[src/design/bpc_pkg.sv]
// Shared constants and types for the barometer pressure compensation pipeline.
package bpc_pkg;

    localparam int WORD_W = 16;
    localparam int PSI_W  = 24;
    localparam int TEMP_W = 16;
    localparam int ADDR_W = 4;
    localparam int DATA_W = 32;

    localparam int PCOMP_W = 37;
    localparam int KPA_W   = 33;

    localparam int PCOMP_STAGES = 3;
    localparam int KPA_STAGES   = 6;
    localparam int PSI_STAGES   = 8;
    localparam int NSTAGE       = PCOMP_STAGES + KPA_STAGES + PSI_STAGES;
    localparam int TEMP_CALC    = 4;
    localparam int TEMP_DLY     = NSTAGE - TEMP_CALC;

    localparam int KPA_DIV    = 1023;
    localparam int KPA_HALF   = 511;
    localparam int KPA_OFFSET = 209715200;

    localparam logic [23:0] PSI_NUM   = 24'd14503777;
    localparam logic [31:0] PSI_HALF  = 32'd3200000000;
    localparam logic [23:0] PSI_RECIP = 24'd11258999;
    localparam int          PSI_DEN_LO = 390625;
    localparam logic [23:0] PSI_POS_MAX = 24'h7FFFFF;
    localparam logic [23:0] PSI_NEG_MIN = 24'h800000;
    localparam logic [23:0] PSI_NEG_LIM = 24'd8388608;

    localparam int          TEMP_ZERO   = 498;
    localparam int          TEMP_HALF   = 53;
    localparam logic [15:0] TEMP_RECIP  = 16'd39199;
    localparam int          TEMP_DEN    = 107;
    localparam int          TEMP_OFFSET = 6400;

    typedef enum logic [1:0] {
        REG_A0  = 2'd0,
        REG_B1  = 2'd1,
        REG_B2  = 2'd2,
        REG_C12 = 2'd3
    } reg_idx_t;

    typedef struct packed {
        logic signed [15:0] a0;
        logic signed [15:0] b1;
        logic signed [15:0] b2;
        logic [13:0]        c12;
    } coeff_t;

endpackage

[src/design/bpc_cfg_regs.sv]
// APB coefficient register file.
module bpc_cfg_regs import bpc_pkg::*; (
    input  logic              clk,
    input  logic              rst_n,
    input  logic              psel,
    input  logic              penable,
    input  logic              pwrite,
    input  logic [ADDR_W-1:0] paddr,
    input  logic [DATA_W-1:0] pwdata,
    output logic [DATA_W-1:0] prdata,
    output logic              pready,
    output coeff_t            coeff
);

    coeff_t   coeff_reg;
    coeff_t   coeff_next;
    reg_idx_t idx;
    logic     wr;

    assign idx    = reg_idx_t'(paddr[3:2]);
    assign wr     = psel && penable && pwrite;
    assign pready = 1'b1;
    assign coeff  = coeff_reg;

    always_comb
    begin
        coeff_next = coeff_reg;
        if (wr)
        begin
            case (idx)
                REG_A0:  coeff_next.a0  = pwdata[15:0];
                REG_B1:  coeff_next.b1  = pwdata[15:0];
                REG_B2:  coeff_next.b2  = pwdata[15:0];
                REG_C12: coeff_next.c12 = pwdata[13:0];
                default: coeff_next = coeff_reg;
            endcase
        end
    end

    always_comb
    begin
        case (idx)
            REG_A0:  prdata = {{16{coeff_reg.a0[15]}}, coeff_reg.a0};
            REG_B1:  prdata = {{16{coeff_reg.b1[15]}}, coeff_reg.b1};
            REG_B2:  prdata = {{16{coeff_reg.b2[15]}}, coeff_reg.b2};
            REG_C12: prdata = {18'd0, coeff_reg.c12};
            default: prdata = '0;
        endcase
    end

    always_ff @(posedge clk or negedge rst_n)
    begin
        if (!rst_n)
        begin
            coeff_reg <= '0;
        end
        else
        begin
            coeff_reg <= coeff_next;
        end
    end

endmodule

[config.mk]
export PLATFORM = sky130hd
export DESIGN_NAME = bpc_cfg_regs
export DESIGN_NICKNAME = d
export VERILOG_FILES = /design/src/design/bpc_pkg.sv /design/src/design/bpc_cfg_regs.sv
export SDC_FILE = /design/constraint.sdc
export NUM_CORES = 1
export LEC_CHECK = 0
export ABC_CLOCK_PERIOD_IN_PS = 7400
export BUFFER_PORTS_ARGS = -buffer_cell sky130_fd_sc_hd__buf_2
export CORE_MARGIN = 3
export CORE_UTILIZATION = 35
export CTS_CLUSTER_SIZE = 30
export DETAILED_ROUTE_END_ITERATION = 10
export PLACE_DENSITY = 0.61
export SLEW_MARGIN = 40
export SYNTH_ARGS = -nofsm -noshare
export SYNTH_HDL_FRONTEND = slang
export SYNTH_SLANG_ARGS = --single-unit
[constraint.sdc]
create_clock -name clk -period 7.4 [get_ports clk]
set_input_delay 1.11 -clock clk [delete_from_list [all_inputs] [get_ports clk]]
set_output_delay 1.11 -clock clk [all_outputs]
set_load 0.03 [all_outputs]
==> impl_metrics.py <==
metrics = {
    "worst_setup_path": {
        "critPathMaxFanout": 20,
        "critPathBufInv": 2,
        "critPathTopFamily": "buffers and inverters",
        "worstPathRequired_ns": 6.29,
        "crit_slowest_cell": "o21ai_1",
        "endpoint_kind": "output port",
        "cp_common_cell": "buf_2",
        "criticalPathCategory": "input port to output port",
        "path_cells": "buf_2 -> mux2i_1 -> o21ai_1 -> buf_2",
        "startpoint_type": "input port",
        "critical_path_arrival_ns": 2.72,
        "max_stage_delay_ns": 0.58,
    },
    "logic_synthesis": {
        "muxShareOfSynthArea": 0.369,
        "synth-xor-area-share": 0,
        "synth_top_family_by_area": "multiplexers",
        "syn-num-nets": 221,
        "yosysSeqAreaShare": 0.531,
        "syn_avg_cell_area_um2": 16.2,
        "synth-simple-area-share": 0.0201,
        "synthAdderAreaFrac": 0,
        "synth_cells": 180,
        "ys_seq_elements": 62,
        "synth_cell_types": 22,
        "synthesis.area_um2": 2920,
        "synth_compound_area_frac": 0.00342,
        "synth_warnings": 0,
    },
    "clock_tree": {
        "numCtsBuffers": 9,
        "clk_path_buf_depth": 2,
        "clk-insertion-delay-late_ns": 0.33,
        "ctsHoldBuffers": 0,
        "post-cts-setup-buffers": 0,
        "clockRootBuffer": "clkbuf_8",
        "cts_resized": 0,
        "cts.clk_slew.worst_paths_ns": 0.07,
        "cts_tree": "done",
        "cts_sinks": 62,
        "htree_levels": 3,
    },
    "drt": {
        "route.antenna.remaining_nets": 0,
        "dr_total_vias": 1898,
        "drc": 0,
        "first_iter_violations": 14,
        "wirelength_um": 6570,
        "wl_per_cell_um": 16.9,
        "firstDrtPassIters": 2,
        "viasPerCell": 4.88,
    },
    "floorplan": {
        "dieArea_um2": 9480,
        "row_count": 32,
        "die_h_um": 97.4,
        "io_pins": 136,
        "core_area_um2": 7930,
        "initial_core_util": 0.369,
        "die_w_um": 97.4,
    },
    "grt": {
        "first_global_vias": 1973,
        "grt_overflow": 0,
        "grt_start_max_net_pins": 63,
        "track_usage": 0.144,
        "antenna_found_initial": 0,
        "grt_pass1_wl_um": 10800,
    },
    "place": {
        "routabilityCongestion": 0.692,
        "numPortBuffers": 116,
        "hpwl_um": 4470,
    },
    "power_and_ir_drop": {
        "ir_drop_mv": 0.167,
        "power_uw": 1300,
        "power_density_nw_per_um2": 356,
        "leakage_uw": 0.00184,
    },
    "timing": {
        "setup_tns_ns": 0,
        "fin_crit_sh": 0.518,
        "finalHoldViolations": 0,
        "clock.fmax_ghz": 0.261,
        "relSlewSlack": 0.531,
        "setup_viol": 0,
        "rsz0062_at_grt": "no",
        "fin_crit_ns": 3.83,
        "drv_slew": 0,
        "clock_skew_ns": 0,
        "tightest_slew_ns": 0.698,
    },
    "layout": {
        "diodes": 0,
        "syn_to_final_growth_pct": 25.0,
        "multi_input_area_um2": 1160,
        "mostFrequentLayoutCells": "buf_2, dfrtp_1, mux2_2",
        "nNetsFinal": 323,
        "final_core_util": 0.461,
        "largest_reg_flops": 62,
        "filler_cell_count": 760,
        "final_common_cell": "buf_2",
        "drive_above_1_share": 0.732,
        "regArea_um2": 1550,
    },
    "flow_run": {
        "maxCapViolCount": 0,
    },
    "min_path": {
        "min_path_type": "flip-flop to flip-flop",
    },
    "run_status": {
        "outcome": "completed",
    },
}
[layer usage]
layer,GRT usage,wire [um],vias to the layer above
li1,-,-,846
met1,0.193,3050,963
met2,0.216,2960,82
met3,0.0546,496,7
met4,0.0447,63,0
met5,0,0,-
[cell usage after synthesis]
library cell	instances	share of area
mux2_2	51	0.20
mux2_1	1	0.0039
nor3_2	1	0.0034
mux2_4	10	0.051
nor2_2	1	0.0021
nor2b_1	1	0.0021
nand4_1	1	0.0021
conb_1	1	0.0013
buf_4	19	0.049
buf_12	1	0.0068
dfrtp_1	62	0.53
nand2_1	2	0.0026
mux2i_1	2	0.0068
or3_4	1	0.0039
inv_1	1	0.0013
or2_2	1	0.0021
buf_2	4	0.0068
nand3_1	1	0.0017
o21ai_0	2	0.0034
mux4_2	12	0.092
mux4_1	2	0.018
buf_6	3	0.012
[path summary, 6_finish.rpt]
kind	from	end	slack (ns)	cells past startpoint
min reg2reg	coeff[9]$_DFFE_PN0P_	coeff[9]$_DFFE_PN0P_	0.52	1
max in group asynchronous	rst_n	coeff[61]$_DFFE_PN0P_	6.15	2
min in group asynchronous	rst_n	coeff[14]$_DFFE_PN0P_	0.84	2
min	coeff[9]$_DFFE_PN0P_	coeff[9]$_DFFE_PN0P_	0.52	1
max	paddr[2]	prdata[21]	3.57	4
max reg2reg	coeff[3]$_DFFE_PN0P_	coeff[3]$_DFFE_PN0P_	6.58	1
[power by group]
| group | total (uW) | switching (uW) | leakage [uW] | internal (uW) |
|---|---|---|---|---|
| combinational | 522 | 340 | 0.000973 | 183 |
| clock | 302 | 129 | 0.000106 | 172 |
| sequential | 477 | 58.1 | 0.000760 | 418 |
[through the flow]
step	instance area (um^2)	setup WS [ns]	hold WS (ns)	instances
floorplan	2920	2.72	0.707	180
global placement	3430	3.24	0.505	372
detailed placement	3450	3.47	0.506	373
CTS	3650	3.47	0.523	389
global route	3650	3.26	0.548	389
finish	3650	3.57	0.521	389
[layout make-up]
class | instances | share of cell area
Clock buffer | 12 | 0.0425
Timing Repair Buffer | 118 | 0.166
Inverter | 1 | 0.00103
Sequential cell | 62 | 0.425
Clock inverter | 4 | 0.0123
Tap cell | 102 | 0.0349
Multi-Input combinational cell | 90 | 0.318
[cell families (layout without fill, tap and decap cells)]
group / Yosys count / after routing
and+or+nand+nor: 9 / 9
AOI/OAI and AO/OA: 2 / 2
DFF: 62 / 62
buffers and inverters: 28 / 135
muxes: 78 / 78
other: 1 / 1
No activity file was read; power rests on OpenSTA's default activity.
