==> src/design/bpc_pkg.sv <==
// Shared constants and types for the barometer pressure compensation pipeline.
package bpc_pkg;

    localparam int WORD_W = 16;
    localparam int PSI_W  = 24;
    localparam int TEMP_W = 16;
    localparam int ADDR_W = 4;
    localparam int DATA_W = 32;

    localparam int PCOMP_W = 37;
    localparam int KPA_W   = 33;

    localparam int PCOMP_STAGES = 3;
    localparam int KPA_STAGES   = 6;
    localparam int PSI_STAGES   = 8;
    localparam int NSTAGE       = PCOMP_STAGES + KPA_STAGES + PSI_STAGES;
    localparam int TEMP_CALC    = 4;
    localparam int TEMP_DLY     = NSTAGE - TEMP_CALC;

    localparam int KPA_DIV    = 1023;
    localparam int KPA_HALF   = 511;
    localparam int KPA_OFFSET = 209715200;

    localparam logic [23:0] PSI_NUM   = 24'd14503777;
    localparam logic [31:0] PSI_HALF  = 32'd3200000000;
    localparam logic [23:0] PSI_RECIP = 24'd11258999;
    localparam int          PSI_DEN_LO = 390625;
    localparam logic [23:0] PSI_POS_MAX = 24'h7FFFFF;
    localparam logic [23:0] PSI_NEG_MIN = 24'h800000;
    localparam logic [23:0] PSI_NEG_LIM = 24'd8388608;

    localparam int          TEMP_ZERO   = 498;
    localparam int          TEMP_HALF   = 53;
    localparam logic [15:0] TEMP_RECIP  = 16'd39199;
    localparam int          TEMP_DEN    = 107;
    localparam int          TEMP_OFFSET = 6400;

    typedef enum logic [1:0] {
        REG_A0  = 2'd0,
        REG_B1  = 2'd1,
        REG_B2  = 2'd2,
        REG_C12 = 2'd3
    } reg_idx_t;

    typedef struct packed {
        logic signed [15:0] a0;
        logic signed [15:0] b1;
        logic signed [15:0] b2;
        logic [13:0]        c12;
    } coeff_t;

endpackage

==> src/design/bpc_pcomp.sv <==
// Compensated pressure sum in units of 2^-22, three register stages.
module bpc_pcomp import bpc_pkg::*; (
    input  logic                      clk,
    input  logic [PCOMP_STAGES-1:0]   en,
    input  coeff_t                    coeff,
    input  logic [WORD_W-1:0]         pressure_word,
    input  logic [WORD_W-1:0]         temperature_word,
    output logic signed [PCOMP_W-1:0] pcomp
);

    logic [9:0] padc;
    logic [9:0] tadc;

    logic signed [15:0] s0_a0_reg,   s0_a0_next;
    logic signed [25:0] s0_b1p_reg,  s0_b1p_next;
    logic [23:0]        s0_ct_reg,   s0_ct_next;
    logic signed [25:0] s0_b2t_reg,  s0_b2t_next;
    logic [9:0]         s0_padc_reg, s0_padc_next;

    logic [33:0]        s1_ctp_reg, s1_ctp_next;
    logic signed [35:0] s1_ab_reg,  s1_ab_next;
    logic signed [25:0] s1_b2t_reg, s1_b2t_next;

    logic signed [PCOMP_W-1:0] s2_pcomp_reg, s2_pcomp_next;

    assign padc  = pressure_word[15:6];
    assign tadc  = temperature_word[15:6];
    assign pcomp = s2_pcomp_reg;

    always_comb
    begin
        s0_a0_next   = $signed(coeff.a0);
        s0_b1p_next  = 26'($signed(coeff.b1) * $signed({1'b0, padc}));
        s0_ct_next   = 24'(coeff.c12 * tadc);
        s0_b2t_next  = 26'($signed(coeff.b2) * $signed({1'b0, tadc}));
        s0_padc_next = padc;
    end

    always_comb
    begin
        s1_ctp_next = 34'(s0_ct_reg * s0_padc_reg);
        s1_ab_next  = $signed({s0_a0_reg[15], s0_a0_reg, 19'd0})
                    + $signed({s0_b1p_reg[25], s0_b1p_reg, 9'd0});
        s1_b2t_next = s0_b2t_reg;
    end

    always_comb
    begin
        s2_pcomp_next = $signed({s1_ab_reg[35], s1_ab_reg})
                      + $signed({3'd0, s1_ctp_reg})
                      + $signed({{3{s1_b2t_reg[25]}}, s1_b2t_reg, 8'd0});
    end

    always_ff @(posedge clk)
    begin
        if (en[0])
        begin
            s0_a0_reg   <= s0_a0_next;
            s0_b1p_reg  <= s0_b1p_next;
            s0_ct_reg   <= s0_ct_next;
            s0_b2t_reg  <= s0_b2t_next;
            s0_padc_reg <= s0_padc_next;
        end
        if (en[1])
        begin
            s1_ctp_reg <= s1_ctp_next;
            s1_ab_reg  <= s1_ab_next;
            s1_b2t_reg <= s1_b2t_next;
        end
        if (en[2])
        begin
            s2_pcomp_reg <= s2_pcomp_next;
        end
    end

endmodule

==> config.mk <==
export PLATFORM = sky130hd
export DESIGN_NAME = bpc_pcomp
export DESIGN_NICKNAME = d
export VERILOG_FILES = /design/src/design/bpc_pkg.sv /design/src/design/bpc_pcomp.sv
export SDC_FILE = /design/constraint.sdc
export NUM_CORES = 2
export LEC_CHECK = 0
export ABC_AREA = 0
export BUFFER_PORTS_ARGS = -buffer_cell sky130_fd_sc_hd__buf_2
export CORE_ASPECT_RATIO = 1.5
export CORE_MARGIN = 2
export CORE_UTILIZATION = 50
export CTS_CLUSTER_SIZE = 28
export DETAILED_ROUTE_END_ITERATION = 8
export GPL_ROUTABILITY_DRIVEN = 0
export PLACE_DENSITY = 0.69
export SYNTH_ARGS = -nofsm -noshare
export SYNTH_HDL_FRONTEND = slang
export SYNTH_SLANG_ARGS = --single-unit
==> constraint.sdc <==
create_clock -name clk -period 10.1 [get_ports clk]
set_input_delay 2.525 -clock clk [delete_from_list [all_inputs] [get_ports clk]]
set_output_delay 2.525 -clock clk [all_outputs]
set_load 0.03 [all_outputs]
==> impl_metrics.ini <==
[run_status]
status = finished clean

[setup_path]
path_common_cell = fa_1
rrSetupSlack_ns = 3.81
reg2reg_depth = 17
endpoint = s0_b2t_reg[25]
crit_fanout = 30
critPathLaunchType = input port
crit_type = in2reg
worstPathCellList = buf_2, nand2_1, fa_1, fa_1, fa_1, inv_1, fa_1, fa_1, ha_1, o21a_1, o21ai_0, a21oi_1, o41ai_2, o211ai_1, a41o_1, a21o_1, a21oi_1, xnor2_1
r2r_start = s0_padc_reg[4]
cp-startpoint = temperature_word[8]
rr_endpoint = s1_ctp_reg[33]
cpPeakStageDelay_ns = 0.59
cp_slowest_cell = fa_1
arrival_ns = 7.97
cp.required_ns = 10.42
cp-end-kind = flip-flop

[layout]
largest_reg_flops = 37
area_growth_pct = 6.251
final_cells = 4130
nets = 4208
layout-drive-gt1-share_pct = 5.619

[cts]
cts_hold_buffers = 0
clk_root_buffer_cell = clkbuf_16
numCtsBuffers = 22
cts.path.max_buffers = 3
cts_tree = yes
clock-sinks = 226
cts_resized = 0
clkLatencyLatePin_ns = 0.54
cts.clk_slew.worst_paths_ns = 0.07
htree_num_levels = 1
cts_setup_buffers = 0

[synthesis]
ys_types = 67
netlist.top_cell.by_area = fa_1
yosysWarnings = 0
yosysSeqAreaShare_pct = 20.78
synth-seq-cells = 226
synth.area.top_cells = fa_1, edfxtp_1, ha_1, inv_1, and2_1
syn_area_per_cell_um2 = 10.19
async_flop_share_pct = 0
synth-main-ff-cell = edfxtp_1
syn_nets = 4173
yosys.area.top_type_share_pct = 35.48
syn-cell-area_um2 = 32670
netlist_instances = 3206
synth-edff-count = 226

[floorplan]
coreArea_um2 = 64610
start_util_pct = 50.56
dieArea_um2 = 67440
die_w_um = 212.7
die_h_um = 317.0
ios = 135
rows = 114

[grt]
busiest_layer = met2
antenna_found_initial = 20
grt_max_degree = 78
grtUsageMet2_pct = 40.33
grt_use_met3_pct = 2.479
grt_usage_pct = 22.01
grt_first_pass_wirelength_mm = 117.5
grt_pass1_vias = 23498
gr-total-overflow = 0
grt_use_met1_pct = 27.41

[sta]
fin_setup_tns_ns = 0
setup_viol = 0
fin_skew_ns = 0.01643
finalCritPeriodShare_pct = 75.82
worstMarginPinSlew_ns = 1.012
setup_ws_ns = 2.442
rsz0062_at_grt = false
max-slew-margin-rel_pct = 32.53
slew_viol_final = 0
fmax_mhz = 130.6
finalHoldViolCount = 0
min_period_ns = 7.658

[drt]
drt-total-wl_mm = 69.52
num_vias = 21604
drc = 0
firstDrtPassIters = 5
viasPerCell = 5.231
drt-initial-drc-count = 869
post_drt_wl_per_cell_um = 16.83
drt.antenna.violating_nets = 0

[place]
port_buffers = 122
pre_cts_ws_ns = 1.860
dpl.hpwl_mm = 56.43
dp.cells = 4087

[run]
maxCapViolCount = 0

[worst_hold_path]
hp-class = reg2reg
-- through the flow --
step           cell area, µm²  util (%)  hold slack [ns]
2_1_floorplan           32670         -           0.4003
3_3_place_gp            33970     52.58           0.4008
3_5_place_dp            33970     52.58           0.4045
4_1_cts                 34700     53.70           0.4122
5_1_grt                 34710     53.72           0.4192
6_report                34710     53.72           0.4075
-- per-layer routing --
| metal | part of all wire [%] | wire length, µm | vias up |
|---|---|---|---|
| met5 | 0.28 | 195 | - |
| met4 | 2.5 | 1736 | 28 |
| met3 | 4.2 | 2910 | 135 |
| met2 | 52 | 36180 | 429 |
| met1 | 41 | 28500 | 10989 |
| li1 | - | - | 10023 |
-- worst max-delay path, delay by kind of cell --
kind	cells	cell delay [ns]
fa+ha+maj	6	2.84
compound gates	8	1.64
buf+inv	2	0.57
xor+xnor	1	0.22
simple gates	1	0.17
-- layout make-up --
class | instances | area, µm²
fillers | 5832 | 29910
multi-input cells | 2231 | 23070
flip-flops and latches | 226 | 6787
inverters | 633 | 2376
well taps | 870 | 1089
repair buffers | 127 | 653.1
clock buffers | 24 | 558.0
clock inverters | 16 | 170.2
diodes | 3 | 7.507
-- placed cells by master (no fill, tap or decap), drive strengths merged, types with 20 or more instances in the layout --
cell    count
xor2       38
nand3      20
edfxtp    226
a21oi     103
o21ai      55
and2      356
nor2       61
a21o       51
xnor2      98
fa        579
inv       637
ha        290
nand2     392
clkbuf     24
a211oi     20
buf       127
-- how the worst min path moves through the flow --
stage | start | endpoint | slack, ns | cells past startpoint
6_report | s0_b1p_reg[2] | s1_ab_reg[11] | 0.41 | 0
5_1_grt | s0_b2t_reg[4] | s1_b2t_reg[4] | 0.42 | 0
4_1_cts | s0_b1p_reg[2] | s1_ab_reg[11] | 0.41 | 0
3_5_place_dp | s1_ctp_reg[1] | pcomp[1] | 0.40 | 0
3_3_place_gp | s1_ctp_reg[6] | pcomp[6] | 0.40 | 0
2_1_floorplan | s1_ctp_reg[0] | pcomp[0] | 0.40 | 0
-- cell families (layout without fill, tap and decap cells) --
family	after synthesis	count (layout)	share of synthesized area, %
fa+ha+maj	869	869	46.59
buf+inv	749	800	8.607
simple gates	897	897	13.61
compound gates	328	328	6.745
flops	226	226	20.78
other cells	0	3	0
xor+xnor	136	136	3.646
mux	1	1	0.03064
-- synthesized netlist by cell type, types with 3 or more instances --
master and n:
and2_1 356, a211oi_1 18, and3_1 9, or3_1 9, o31a_1 4, nor2_1 61, a21oi_2 3, o211ai_1 6
inv_1 633, xnor2_1 98, nor2b_1 13, nor3_1 13, ha_1 290, a211o_1 6, o21ai_1 15, nand4_1 7
xor2_1 38, a21oi_1 99, o21ai_0 39, o31ai_1 6, a21o_1 50, o22ai_1 4, fa_1 579, a41o_1 4
nand2_1 392, nand3_1 20, nand2b_1 10, o21bai_1 14, clkbuf_1 115, a31oi_1 10, edfxtp_1 226, o221ai_1 3
o21a_1 14
Power is not shown: default switching activity piles up to over one toggle a cycle in this logic, so the estimate is an artifact.
