[src/design/bpc_pkg.sv]
// Shared constants and types for the barometer pressure compensation pipeline.
package bpc_pkg;

    localparam int WORD_W = 16;
    localparam int PSI_W  = 24;
    localparam int TEMP_W = 16;
    localparam int ADDR_W = 4;
    localparam int DATA_W = 32;

    localparam int PCOMP_W = 37;
    localparam int KPA_W   = 33;

    localparam int PCOMP_STAGES = 3;
    localparam int KPA_STAGES   = 6;
    localparam int PSI_STAGES   = 8;
    localparam int NSTAGE       = PCOMP_STAGES + KPA_STAGES + PSI_STAGES;
    localparam int TEMP_CALC    = 4;
    localparam int TEMP_DLY     = NSTAGE - TEMP_CALC;

    localparam int KPA_DIV    = 1023;
    localparam int KPA_HALF   = 511;
    localparam int KPA_OFFSET = 209715200;

    localparam logic [23:0] PSI_NUM   = 24'd14503777;
    localparam logic [31:0] PSI_HALF  = 32'd3200000000;
    localparam logic [23:0] PSI_RECIP = 24'd11258999;
    localparam int          PSI_DEN_LO = 390625;
    localparam logic [23:0] PSI_POS_MAX = 24'h7FFFFF;
    localparam logic [23:0] PSI_NEG_MIN = 24'h800000;
    localparam logic [23:0] PSI_NEG_LIM = 24'd8388608;

    localparam int          TEMP_ZERO   = 498;
    localparam int          TEMP_HALF   = 53;
    localparam logic [15:0] TEMP_RECIP  = 16'd39199;
    localparam int          TEMP_DEN    = 107;
    localparam int          TEMP_OFFSET = 6400;

    typedef enum logic [1:0] {
        REG_A0  = 2'd0,
        REG_B1  = 2'd1,
        REG_B2  = 2'd2,
        REG_C12 = 2'd3
    } reg_idx_t;

    typedef struct packed {
        logic signed [15:0] a0;
        logic signed [15:0] b1;
        logic signed [15:0] b2;
        logic [13:0]        c12;
    } coeff_t;

endpackage

[src/design/bpc_psi_scale.sv]
// Scale kPa to PSI in Q8.16: multiply, reciprocal divide with correction, saturate.
module bpc_psi_scale import bpc_pkg::*; (
    input  logic                    clk,
    input  logic [PSI_STAGES-1:0]   en,
    input  logic signed [KPA_W-1:0] kpa,
    output logic signed [PSI_W-1:0] psi
);

    logic        s9_sign_reg, s9_sign_next;
    logic [31:0] s9_mag_reg,  s9_mag_next;

    logic        s10_sign_reg, s10_sign_next;
    logic [55:0] s10_n_reg,    s10_n_next;

    logic        s11_sign_reg, s11_sign_next;
    logic [41:0] s11_xx_reg,   s11_xx_next;
    logic [55:0] n_round;

    logic        s12_sign_reg, s12_sign_next;
    logic [44:0] s12_pl_reg,   s12_pl_next;
    logic [44:0] s12_ph_reg,   s12_ph_next;
    logic [19:0] s12_xlo_reg,  s12_xlo_next;

    logic        s13_sign_reg, s13_sign_next;
    logic [23:0] s13_qest_reg, s13_qest_next;
    logic [19:0] s13_xlo_reg,  s13_xlo_next;
    logic [45:0] pp_sum;

    logic        s14_sign_reg, s14_sign_next;
    logic [23:0] s14_qest_reg, s14_qest_next;
    logic [19:0] s14_rem_reg,  s14_rem_next;

    logic        s15_sign_reg, s15_sign_next;
    logic [23:0] s15_q_reg,    s15_q_next;

    logic [PSI_W-1:0] s16_psi_reg, s16_psi_next;

    assign psi = s16_psi_reg;

    always_comb
    begin
        s9_sign_next = kpa[KPA_W-1];
        s9_mag_next  = kpa[KPA_W-1] ? 32'(-kpa) : kpa[31:0];

        s10_sign_next = s9_sign_reg;
        s10_n_next    = 56'(s9_mag_reg * PSI_NUM);

        n_round       = s10_n_reg + 56'(PSI_HALF);
        s11_sign_next = s10_sign_reg;
        s11_xx_next   = n_round[55:14];

        s12_sign_next = s11_sign_reg;
        s12_pl_next   = 45'(s11_xx_reg[20:0] * PSI_RECIP);
        s12_ph_next   = 45'(s11_xx_reg[41:21] * PSI_RECIP);
        s12_xlo_next  = s11_xx_reg[19:0];

        pp_sum        = {1'b0, s12_ph_reg} + 46'(s12_pl_reg[44:21]);
        s13_sign_next = s12_sign_reg;
        s13_qest_next = pp_sum[44:21];
        s13_xlo_next  = s12_xlo_reg;

        // remainder of x - 390625*q, kept modulo 2^20
        s14_sign_next = s13_sign_reg;
        s14_qest_next = s13_qest_reg;
        s14_rem_next  = s13_xlo_reg - 20'(s13_qest_reg * PSI_DEN_LO);

        s15_sign_next = s14_sign_reg;
        s15_q_next    = s14_qest_reg + 24'(s14_rem_reg >= 20'(PSI_DEN_LO));

        if (s15_sign_reg)
        begin
            s16_psi_next = (s15_q_reg > PSI_NEG_LIM) ? PSI_NEG_MIN : 24'(-s15_q_reg);
        end
        else
        begin
            s16_psi_next = s15_q_reg[23] ? PSI_POS_MAX : s15_q_reg;
        end
    end

    always_ff @(posedge clk)
    begin
        if (en[0])
        begin
            s9_sign_reg <= s9_sign_next;
            s9_mag_reg  <= s9_mag_next;
        end
        if (en[1])
        begin
            s10_sign_reg <= s10_sign_next;
            s10_n_reg    <= s10_n_next;
        end
        if (en[2])
        begin
            s11_sign_reg <= s11_sign_next;
            s11_xx_reg   <= s11_xx_next;
        end
        if (en[3])
        begin
            s12_sign_reg <= s12_sign_next;
            s12_pl_reg   <= s12_pl_next;
            s12_ph_reg   <= s12_ph_next;
            s12_xlo_reg  <= s12_xlo_next;
        end
        if (en[4])
        begin
            s13_sign_reg <= s13_sign_next;
            s13_qest_reg <= s13_qest_next;
            s13_xlo_reg  <= s13_xlo_next;
        end
        if (en[5])
        begin
            s14_sign_reg <= s14_sign_next;
            s14_qest_reg <= s14_qest_next;
            s14_rem_reg  <= s14_rem_next;
        end
        if (en[6])
        begin
            s15_sign_reg <= s15_sign_next;
            s15_q_reg    <= s15_q_next;
        end
        if (en[7])
        begin
            s16_psi_reg <= s16_psi_next;
        end
    end

endmodule

[config.mk]
export PLATFORM = sky130hd
export DESIGN_NAME = bpc_psi_scale
export DESIGN_NICKNAME = d
export VERILOG_FILES = /design/src/design/bpc_pkg.sv /design/src/design/bpc_psi_scale.sv
export SDC_FILE = /design/constraint.sdc
export NUM_CORES = 2
export LEC_CHECK = 0
export BUFFER_PORTS_ARGS = -buffer_cell sky130_fd_sc_hd__buf_2
export CORE_MARGIN = 5
export CORE_UTILIZATION = 45
export CTS_BUF_LIST = sky130_fd_sc_hd__clkbuf_8
export DETAILED_ROUTE_END_ITERATION = 10
export HOLD_SLACK_MARGIN = 0.1
export PLACE_DENSITY_LB_ADDON = 0.1
export SYNTH_ARGS = -nofsm -noshare
export SYNTH_HDL_FRONTEND = slang
export SYNTH_SLANG_ARGS = --single-unit
[constraint.sdc]
create_clock -name clk -period 13.65 [get_ports clk]
set_input_delay 2.0475 -clock clk [delete_from_list [all_inputs] [get_ports clk]]
set_output_delay 2.0475 -clock clk [all_outputs]
set_load 0.01 [all_outputs]
==> metrics <==
residual DRC count 0; Multi-input gate area 33900 um2; routed vias 29.1k; post-synth top area share 32.1%; H-tree depth 3; required time of the critical path 14040 ps; Area Overhead vs Synth 7.16%; slew margin rel. 30.0%; largest net degree at the start of global routing 70; Initial Utilization 45.1%; post-CTS setup buffers 0; Critical Path End s12_pl_reg[41]; worst skew pair latency 710 ps; GR Util All Layers 19.0%; total core area 108000 um2; FF-to-FF setup slack 5690 ps; end-of-flow core utilization 48.4%; Mapped Cells 4349; # IOs 66; Synth cell types 70; Detail Route Antenna Nets 0; Post-synth EDFFs 349; Critical Path Fanout Max 7; Setup TNS Final 0 ps; Max Cap Viol 0; clock-pin slew on the worst setup and hold paths 60 ps; number of fill cells in the layout 10.1k; Reg2Reg Capture Point s12_pl_reg[41]; post-synthesis async set-or-reset flop share 0%; fin crit share 58.3%; Cell Rows 121; Yosys top cell by area fa_1; Placed Cells 5821; share of layout cells above drive strength 1 4.15%; Most used DFF post-synth edfxtp_1; # setup viols final 0; initial drt markers 1182; number of global-route vias before repair 32.3k; Max Freq 126 MHz; Yosys warning total 0; Slew Viols, Final 0; flops & latches, synth 349; min Tclk post-route 7960 ps; RSZ-0062 raised after global routing no; cts hold-fix bufs 0; crit path DAT 8360 ps; die height 340 um; Die Wd 340 um; post-CTS sizing 0; max reg flops 45; sequential share of the synthesized area 21.4%; Sink Count 349; kind of critical path reg -> reg; Hold Fails Final Rpt 0; CTS root buf clkbuf_8; post-synth net total 6046; DRT Wirelength 105 mm; Mapped Avg Cell Area 11.3 um2; DPL Wire Length 91.9 mm; fin nets 6175; Cell Area, Synth 48900 um2; endpoint class of the critical path flip-flop; Clock Skew 66.1 ps; routed length per instance 17.7 um; gr ovfl total 0; Register Area 10500 um2; Reg2Reg Depth 22; clock buffer depth 3; CTS buffer count 69; crit path launch type flip-flop; Detailed Routing Iterations Pass 1 6; hold slack final 401 ps; Via-to-Cell Ratio 4.89; first-pass GRT wire length 173 mm; GP Congestion 0.884; crit path from s11_xx_reg[18]; worst-margin pin slew 1050 ps; Non-Filler Instances 5944; Hold Path Class reg -> reg; TritonCTS clock tree yes; Area contributors post-synth fa_1 32%, ha_1 22%, edfxtp_1 21%, inv_1 9.1%, xnor2_1 3.2%; initial antenna violation count 1; status completed; die footprint 115000 um2; IO Port Bufs 65; worst r2r src s11_xx_reg[18]
[Yosys cell counts (all sizes together), types with 5 or more instances]
cell	count
o21a	22
o31ai	12
o311ai	17
nand2	114
a211oi	16
nor4	10
o22ai	5
and4	6
nor2b	23
or4	7
or2	9
xnor2	181
ha	870
edfxtp	349
o31a	5
or3	26
and3	21
nor3b	5
nand3	48
nor3	43
inv	1187
a31oi	14
o2111ai	5
o211ai	7
a2111oi	5
fa	785
a21boi	5
o21bai	13
o21ai	89
a21o	61
and2	10
clkbuf	11
nand2b	16
a21oi	87
xor2	74
nor2	118
nand4	26
[per-stage QoR]
stage               setup WS (ps)  area [um2]
floorplan                    6310       48900
global placement             5830       51000
detailed placement           5680       51000
CTS                          5620       52400
global route                 5210       52400
finish                       5690       52400
[worst max-delay path: stages (launching register included)]
cell and delay, ps:
edfxtp_1 530, inv_1 110, fa_1 650, xor2_1 250, inv_1 130, ha_1 310, fa_1 510, fa_1 540
fa_1 520, fa_1 590, fa_1 430, ha_1 350, nand3_1 90, a2111oi_0 360, o211ai_1 260, a211oi_1 570
o21ai_0 240, o2111ai_1 380, a31oi_1 240, nor2b_1 180, o21ai_0 140, a21oi_1 250, a31oi_1 70
[cells by family after synthesis]
group | share of synthesized area [%]
AOI/OAI and AO/OA | 5.25
DFF | 21.4
muxes | 0.130
and+or+nand+nor | 5.06
xor gates and xnor gates | 4.56
buffers and inverters | 9.22
adders and majority gates | 54.4
[layout make-up]
| type | count | area share [%] |
|---|---|---|
| inverters | 1187 | 8.50 |
| flip-flops and latches | 349 | 20.0 |
| well taps | 1414 | 3.37 |
| clock buffers | 69 | 1.81 |
| repair buffers | 72 | 0.725 |
| diodes | 2 | 0.00954 |
| multi-input cells | 2799 | 64.7 |
| clock inverters | 52 | 0.873 |
[placed cells by master (no fill, tap or decap), types with 64 or more instances in the layout]
master / netlist / routed
a21oi_1: 87 / 87
buf_2: 3 / 64
clkbuf_8: 0 / 69
edfxtp_1: 349 / 349
fa_1: 785 / 785
ha_1: 870 / 870
inv_1: 1187 / 1205
nand2_1: 114 / 114
nor2_1: 118 / 118
o21ai_0: 86 / 86
xnor2_1: 181 / 181
xor2_1: 74 / 74
[layer usage]
| layer | share of wire (%) | wire [um] | track usage, % | up-vias |
|---|---|---|---|---|
| li1 | - | - | - | 14200 |
| met1 | 45 | 47600 | 25.4 | 14300 |
| met2 | 48 | 50600 | 32.4 | 419 |
| met3 | 3.9 | 4130 | 2.89 | 152 |
| met4 | 2.7 | 2890 | 5.17 | 0 |
| met5 | 0 | 0 | 0 | - |
[how the worst min path moves through the flow]
| stage | from | to | slack, ps | cells past startpoint |
|---|---|---|---|---|
| finish | s12_sign_reg | s13_sign_reg | 400 | 0 |
| global route | s12_sign_reg | s13_sign_reg | 420 | 0 |
| CTS | s12_sign_reg | s13_sign_reg | 410 | 0 |
| detailed placement | s13_qest_reg[20] | s14_qest_reg[20] | 400 | 0 |
| global placement | s13_qest_reg[20] | s14_qest_reg[20] | 400 | 0 |
| floorplan | s10_sign_next | s10_sign_reg | 400 | 0 |
Power is left out: the tool's default activity adds up to more than one toggle a clock period on the data nets, which glitch-free logic cannot reach.
