**src/design/bpc_pkg.sv**
```systemverilog
// Shared constants and types for the barometer pressure compensation pipeline.
package bpc_pkg;

    localparam int WORD_W = 16;
    localparam int PSI_W  = 24;
    localparam int TEMP_W = 16;
    localparam int ADDR_W = 4;
    localparam int DATA_W = 32;

    localparam int PCOMP_W = 37;
    localparam int KPA_W   = 33;

    localparam int PCOMP_STAGES = 3;
    localparam int KPA_STAGES   = 6;
    localparam int PSI_STAGES   = 8;
    localparam int NSTAGE       = PCOMP_STAGES + KPA_STAGES + PSI_STAGES;
    localparam int TEMP_CALC    = 4;
    localparam int TEMP_DLY     = NSTAGE - TEMP_CALC;

    localparam int KPA_DIV    = 1023;
    localparam int KPA_HALF   = 511;
    localparam int KPA_OFFSET = 209715200;

    localparam logic [23:0] PSI_NUM   = 24'd14503777;
    localparam logic [31:0] PSI_HALF  = 32'd3200000000;
    localparam logic [23:0] PSI_RECIP = 24'd11258999;
    localparam int          PSI_DEN_LO = 390625;
    localparam logic [23:0] PSI_POS_MAX = 24'h7FFFFF;
    localparam logic [23:0] PSI_NEG_MIN = 24'h800000;
    localparam logic [23:0] PSI_NEG_LIM = 24'd8388608;

    localparam int          TEMP_ZERO   = 498;
    localparam int          TEMP_HALF   = 53;
    localparam logic [15:0] TEMP_RECIP  = 16'd39199;
    localparam int          TEMP_DEN    = 107;
    localparam int          TEMP_OFFSET = 6400;

    typedef enum logic [1:0] {
        REG_A0  = 2'd0,
        REG_B1  = 2'd1,
        REG_B2  = 2'd2,
        REG_C12 = 2'd3
    } reg_idx_t;

    typedef struct packed {
        logic signed [15:0] a0;
        logic signed [15:0] b1;
        logic signed [15:0] b2;
        logic [13:0]        c12;
    } coeff_t;

endpackage

```
**src/design/bpc_kpa_div.sv**
```systemverilog
// Scale to kPa: rounded divide by 1023 through reciprocal series and one correction.
module bpc_kpa_div import bpc_pkg::*; (
    input  logic                      clk,
    input  logic [KPA_STAGES-1:0]     en,
    input  logic signed [PCOMP_W-1:0] pcomp,
    output logic signed [KPA_W-1:0]   kpa
);

    logic        s3_neg_reg, s3_neg_next;
    logic [35:0] s3_mag_reg, s3_mag_next;

    logic        s4_neg_reg, s4_neg_next;
    logic [41:0] s4_x_reg,   s4_x_next;

    logic        s5_neg_reg, s5_neg_next;
    logic [41:0] s5_y1_reg,  s5_y1_next;
    logic [22:0] s5_y2_reg,  s5_y2_next;
    logic [10:0] s5_xlo_reg, s5_xlo_next;

    logic        s6_neg_reg,  s6_neg_next;
    logic [31:0] s6_qest_reg, s6_qest_next;
    logic [10:0] s6_xlo_reg,  s6_xlo_next;
    logic [41:0] y_sum;

    logic        s7_neg_reg, s7_neg_next;
    logic [31:0] s7_q_reg,   s7_q_next;
    logic [10:0] rem;

    logic signed [KPA_W-1:0] s8_kpa_reg, s8_kpa_next;

    assign kpa = s8_kpa_reg;

    always_comb
    begin
        s3_neg_next = pcomp[PCOMP_W-1];
        s3_mag_next = pcomp[PCOMP_W-1] ? 36'(-pcomp) : pcomp[35:0];

        s4_neg_next = s3_neg_reg;
        s4_x_next   = {s3_mag_reg, 6'd0} + 42'(s3_mag_reg) + 42'(KPA_HALF);

        s5_neg_next = s4_neg_reg;
        s5_y1_next  = s4_x_reg + (s4_x_reg >> 10);
        s5_y2_next  = 23'(s4_x_reg >> 20) + 23'(s4_x_reg >> 30) + 23'(s4_x_reg >> 40);
        s5_xlo_next = s4_x_reg[10:0];

        y_sum        = s5_y1_reg + 42'(s5_y2_reg);
        s6_neg_next  = s5_neg_reg;
        s6_qest_next = y_sum[41:10];
        s6_xlo_next  = s5_xlo_reg;

        // remainder of x - 1023*q, kept modulo 2^11
        rem         = s6_xlo_reg - {s6_qest_reg[0], 10'd0} + s6_qest_reg[10:0];
        s7_neg_next = s6_neg_reg;
        s7_q_next   = s6_qest_reg + 32'(rem >= 11'(KPA_DIV));

        s8_kpa_next = s7_neg_reg ? 33'(KPA_OFFSET) - {1'b0, s7_q_reg}
                                 : 33'(KPA_OFFSET) + {1'b0, s7_q_reg};
    end

    always_ff @(posedge clk)
    begin
        if (en[0])
        begin
            s3_neg_reg <= s3_neg_next;
            s3_mag_reg <= s3_mag_next;
        end
        if (en[1])
        begin
            s4_neg_reg <= s4_neg_next;
            s4_x_reg   <= s4_x_next;
        end
        if (en[2])
        begin
            s5_neg_reg <= s5_neg_next;
            s5_y1_reg  <= s5_y1_next;
            s5_y2_reg  <= s5_y2_next;
            s5_xlo_reg <= s5_xlo_next;
        end
        if (en[3])
        begin
            s6_neg_reg  <= s6_neg_next;
            s6_qest_reg <= s6_qest_next;
            s6_xlo_reg  <= s6_xlo_next;
        end
        if (en[4])
        begin
            s7_neg_reg <= s7_neg_next;
            s7_q_reg   <= s7_q_next;
        end
        if (en[5])
        begin
            s8_kpa_reg <= s8_kpa_next;
        end
    end

endmodule

```
**config.mk**
```make
export PLATFORM = sky130hd
export DESIGN_NAME = bpc_kpa_div
export DESIGN_NICKNAME = d
export VERILOG_FILES = /design/src/design/bpc_pkg.sv /design/src/design/bpc_kpa_div.sv
export SDC_FILE = /design/constraint.sdc
export NUM_CORES = 1
export LEC_CHECK = 0
export BUFFER_PORTS_ARGS = -buffer_cell sky130_fd_sc_hd__buf_2
export CAP_MARGIN = 20
export CELL_PAD_IN_SITES_DETAIL_PLACEMENT = 0
export CELL_PAD_IN_SITES_GLOBAL_PLACEMENT = 1
export CORE_MARGIN = 2
export CORE_UTILIZATION = 28
export DETAILED_ROUTE_END_ITERATION = 8
export HOLD_SLACK_MARGIN = 0.12
export PLACE_DENSITY_LB_ADDON = 0.05
export REMOVE_ABC_BUFFERS = 1
export SETUP_SLACK_MARGIN = 0.15
export SLEW_MARGIN = 30
export SYNTH_ARGS = -nofsm -noshare
export SYNTH_HDL_FRONTEND = slang
export SYNTH_SLANG_ARGS = --single-unit
```
**constraint.sdc**
```tcl
create_clock -name clk -period 7.5 [get_ports clk]
set_input_delay 0 -clock clk [delete_from_list [all_inputs] [get_ports clk]]
set_output_delay 0 -clock clk [all_outputs]
set_load 0.05 [all_outputs]
```
==> results.toml, run 1 <==
[status]
status = "complete, no violations"

[clock_network]
clockBufferDepth = 3
hold_buffers = 69
cts_tree = "built"
clk_pin_slew_worst_paths_ps = 50
post-cts-setup-buffers = 0
insertion_delay_ps = 550
cts_resized = 0
clock_sinks = 267
cts_max_level = 2
cts_buffers = 36
cts-root-buf = "clkbuf_16"

[timing]
rsz0062_at_grt = "false"
tns_ps = 0
slew_viol_final = 0
period_needed_ps = 4950
skew_ps = 23.0
final_hold_viol_count = 0
slew_headroom_pct = 46.7
tightestPinTransition_ps = 800
fmax_mhz = 202
min_period_over_period_pct = 65.9
fin_hold_ws_ps = 208
setup_viol = 0

[placement]
io_buffers = 76
dp.final_hpwl_um = 29300
place.gp.congestion = 0.765

[detailed_routing]
drc = 0
ant_nets = 0
vias = 10800
wirelength_um = 37000
drt_pass1_iterations = 4
drt-initial-drc-count = 409
viasPerCell = 4.48
routedWlPerCell_um = 15.3

[cells_and_area]
diodes = 0
nets = 1827
layout_commonest_cell = "edfxtp_1"
n_fill_cell = 5934
final_util_pct = 33.7
syn_to_final_growth_pct = 19.2
layout-drive-gt1-share_pct = 10.3
final_cell_mix = "267 x edfxtp_1, 178 x xnor2_1, 159 x ha_1, 102 x inv_1, 94 x nand2_1"

[worst_setup_path]
start_kind = "flip-flop"
cpMostUsedCell = "ha_1"
timing.rr.start = "s6_qest_reg[2]"
critPathMaxStageDelay_ps = 410
endpoint = "s7_q_reg[26]"
r2r_slack_ps = 2550
worstPathCellList = "inv_1 > ha_1 > inv_1 > ha_1 > a21oi_1 > o21bai_1 > a21o_1 > a21oi_1 > o21bai_1 > a21o_1 > or3_1 > o211ai_1 > a211o_1 > ha_1 > ha_1 > nand2_1 > nor2_1 > nand4_1 > nor2_1 > nand2_1 > nor2_1 > nand2_1 > xnor2_1"
worst_setup_path_end_kind = "flip-flop"
critPathKind = "reg -> reg"
worstRegToRegCells = 23
slowest_stage = "edfxtp_1"
cp.arrival_ps = 5240
critPathTopFamily = "simple AND/OR/NAND/NOR gates"
cp.depth = 23
cp.required_ps = 7800
reg2reg_to = "s7_q_reg[26]"
worst-path-buf-inv = 2
startpoint = "s6_qest_reg[2]"
cp_max_fo = 4

[floorplan]
die-area_um2 = 61400
dieWidth_um = 248
initial_core_util_pct = 28.3
core-area_um2 = 58900
pin_count = 77
die_height_um = 248
rows = 89

[global_routing]
antenna_found_initial = 0
grt_max_degree = 78
gr-total-overflow = 0
grt_pass1_vias = 11100
grt_pass1_wl_um = 58700
grt.total_usage_pct = 12.3

[logic_synthesis]
syn_area_um2 = 16700
synth-seq-area-share_pct = 48.1
synth_edf_count = 267
synthArstFlopShare_pct = 0
synth_cell_types = 72
avgSynthCellArea_um2 = 11.5
synthFlopType = "edfxtp_1"
yosysWarnings = 0
syn_inst = 1448
synth-seq-cells = 267

[power]
p_leak_nw = 7.81
comb_power_share_pct = 42.0
internal_power_mw = 4.77
power_density_nw_per_um2 = 384
ir_drop_mv = 0.186
p_clk_share_pct = 23.0
switchingPower_mw = 2.85
switching_share_pct = 37.5
pwr-share-seq_pct = 35.0

[run]
maxCapViolCount = 0

[worst_hold_path]
min_path_type = "in -> reg"
hp-start = "pcomp[0]"
[power by group through the flow]
stage	Combinational [mW]	Sequential, mW	Clock (mW)
after global placement	3.25	2.71	0
after floorplan	2.28	2.68	0
after CTS	3.28	2.69	1.83
final	3.20	2.67	1.75
after detailed placement	3.22	2.71	0
after global routing	3.64	2.73	1.89
[cell type report]
class	count	area, um2	area share, %
clock buffers	43	927	4.67
flip-flops and latches	267	8020	40.4
multi-input cells	1052	8150	41.0
inverters	104	390	1.97
clock inverters	22	288	1.45
repair buffers	149	1120	5.63
well taps	773	967	4.87
[metrics by stage]
step / cells / cell area, um2 / power, mW / worst slack (ps)
global route: 2410 / 19900 / 8.25 / 2170
floorplan: 1423 / 16600 / 4.96 / 3330
CTS: 2408 / 19800 / 7.80 / 2520
global placement: 2273 / 17900 / 5.96 / 2640
finish: 2410 / 19900 / 7.62 / 2550
detailed placement: 2274 / 17900 / 5.94 / 2550
[cell families after synthesis]
group / after synthesis / share of synthesized area, %
buffers and inverters: 129 / 2.92
AND/OR/NAND/NOR: 325 / 9.73
adder cells (fa/ha/maj): 173 / 13.6
XOR/XNOR: 226 / 11.9
flip-flops: 267 / 48.1
AO/OA/AOI/OAI: 328 / 13.7
[cell usage after synthesis (all sizes together) (18+ instances only)]
cell type / n / area share (%)
a21oi: 90 / 2.7
and3: 18 / 0.71
nor2: 75 / 1.7
nand3: 37 / 1.1
nand2b: 18 / 0.74
o21ai: 62 / 1.9
edfxtp: 267 / 48
a21o: 50 / 2.3
ha: 159 / 12
xor2: 48 / 2.5
inv: 103 / 2.3
nand2: 95 / 2.2
clkbuf: 23 / 0.52
xnor2: 178 / 9.4
o31ai: 20 / 1.0
[layer usage]
metal  wire length [um]  share of wire [%]  GRT usage (%)  vias to the layer above
met3               1100                3.0           1.92                       57
met5                  0                  0              0                        -
met2              18700                 51           22.5                      139
met1              16100                 44           14.3                     4958
met4               1050                2.8           4.58                        0
li1                   -                  -              -                     5649
[worst min path at each step]
stage	to	cells past startpoint
final	s3_mag_reg[0]	2
after CTS	s4_x_reg[1]	1
after floorplan	s3_mag_reg[0]	0
after global placement	s3_mag_reg[0]	1
after global routing	s3_mag_reg[0]	2
after detailed placement	s3_mag_reg[0]	1
(Power assumes the default switching activity.)
==> run 2, diff against run 1 <==
==> constraint.sdc (replaced) <==
create_clock -name clk -period 4.4 [get_ports clk]
set_input_delay 0 -clock clk [delete_from_list [all_inputs] [get_ports clk]]
set_output_delay 0 -clock clk [all_outputs]
set_load 0.05 [all_outputs]
==> run 2 against run 1 <==
Final area increased by 1.0%. Core utilization is 0.35 points higher. Cell count rose by 0.83%. Combinational power is 84% higher. Clock skew about the same. Sequential share of layout area shrank 0.41 points. Critical path type unchanged. Largest power group unchanged.
==> results.toml, run 2 (same netlist as run 1, synthesis figures left out) <==
[clock_network]
cts_max_level = 2
cts-root-buf = "clkbuf_16"
insertion_delay_ps = 550
cts_buffers = 34
clock_sinks = 267
cts_tree = "built"
clk_pin_slew_worst_paths_ps = 50
clockBufferDepth = 3

[timing]
slew_viol_final = 0
fmax_mhz = 250
setup_viol = 0
skew_ps = 22.6
tightestPinTransition_ps = 789
period_needed_ps = 4000
tns_ps = 0
slew_headroom_pct = 46.9
fin_hold_ws_ps = 213
min_period_over_period_pct = 91.0
final_hold_viol_count = 0
rsz0062_at_grt = "true"
fin_ws_ps = 396

[worst_setup_path]
startpoint = "s6_qest_reg[2]"
cp.required_ps = 4690
critPathMaxStageDelay_ps = 360
worst-path-buf-inv = 3
slowest_stage = "edfxtp_1"
worst_setup_path_end_kind = "flip-flop"
cp.arrival_ps = 4300
worstRegToRegCells = 24
cp.depth = 24
timing.rr.start = "s6_qest_reg[2]"
r2r_slack_ps = 400
worstPathCellList = "inv_2 > ha_1 > inv_2 > ha_4 > a21oi_2 > o21bai_1 > a21o_1 > a21oi_2 > buf_4 > nor3_2 > a31oi_1 > or3_1 > o211ai_1 > a211o_1 > ha_2 > ha_4 > nand2_4 > nor2_4 > nand4_1 > nor2_2 > nand2_2 > nor2_4 > nand2_1 > xnor2_1"
endpoint = "s7_q_reg[26]"
start_kind = "flip-flop"
cp_max_fo = 3
critPathTopFamily = "simple AND/OR/NAND/NOR gates"
critPathKind = "reg -> reg"
reg2reg_to = "s7_q_reg[26]"

[floorplan]
pin_count = 77
rows = 89
initial_core_util_pct = 28.3
dieWidth_um = 248
core-area_um2 = 58900
die_height_um = 248
die-area_um2 = 61400

[cells_and_area]
diodes = 0
syn_to_final_growth_pct = 20.5
finalNonFillerCells = 2430
multi_input_area_um2 = 8310
layout_commonest_cell = "edfxtp_1"
final_util_pct = 34.1
n_fill_cell = 5877
regArea_um2 = 8020
layout-drive-gt1-share_pct = 13.5
nets = 1849
final_cell_mix = "267 x edfxtp_1, 178 x xnor2_1, 152 x ha_1, 95 x inv_1, 90 x nand2_1"
fin_area_um2 = 20100

[detailed_routing]
wirelength_um = 37500
ant_nets = 0
routedWlPerCell_um = 15.4
drt-initial-drc-count = 376
viasPerCell = 4.48
drt_pass1_iterations = 6
vias = 10900
drc = 0

[placement]
dpl.cell_count = 2292
post-place-ws_ps = 33.9
io_buffers = 76
dp.final_hpwl_um = 29600
place_area_um2 = 18100
place.gp.congestion = 0.783

[global_routing]
grt_pass1_vias = 11000
grt_pass1_wl_um = 59100
antenna_found_initial = 0
gr-total-overflow = 0
grt_max_degree = 47
grt.total_usage_pct = 12.4

[run]
maxCapViolCount = 0

[status]
status = "complete, no violations"

[power]
p_leak_nw = 7.88
power_density_nw_per_um2 = 654
ir_drop_mv = 0.321
p_total_mw = 13.1

[worst_hold_path]
min_path_type = "in -> reg"
-- run 2: cell count changes in the layout (fill, tap and decap cells not counted), moves of 4 or more --
cell     previous run  this run
buf_4               2        28
ha_1              159       152
inv_1             102        95
nor2_1             75        68
ha_4                0         6
inv_2               1         7
a21oi_1            89        84
a21oi_2             1         5
nand2_1            94        90
nor2_2              0         4
-- run 2: report_power, final --
part           switching (mW)  internal [mW]  leakage [nW]
registers               0.585           3.95          2.61
logic                    3.33           2.54          4.74
clock network            1.10           1.61         0.525
-- run 2: how the worst min path moves through the flow --
stage               startpoint            end  slack, ps  cells past startpoint
finish                pcomp[0]  s3_mag_reg[0]        210                      2
global route          pcomp[0]  s3_mag_reg[0]        220                      2
CTS                      en[3]     s6_neg_reg        140                      1
detailed placement    pcomp[0]  s3_mag_reg[0]        220                      1
global placement      pcomp[0]  s3_mag_reg[0]        220                      1
floorplan             pcomp[0]  s3_mag_reg[0]        100                      0
-- run 2: final cells by class --
class                           instances  area share [%]
Clock inverter                         23            1.10
Tap cell                              773            4.82
Timing Repair Buffer                  173            6.44
Clock buffer                           38            4.32
Sequential cell                       267            40.0
Multi-Input combinational cell       1052            41.4
Inverter                              104            1.96
-- run 2: timing repair --
item / in CTS / in global routing
gates resized for setup: 8 / 32
hold endpoints to repair: 171 / 87
hold buffers: 68 / 2
pin swaps: 5 / 25
buffers inserted: 2 / 5
setup endpoints to repair: 9 / 12
-- run 2: metal layers --
layer  vias up  track usage, %  routed length [um]
li1       5702               -                   -
met1      4994            14.2               16100
met2       133            23.2               19400
met3        53            2.27                1140
met4         0            3.72                 808
met5         -               0                   0
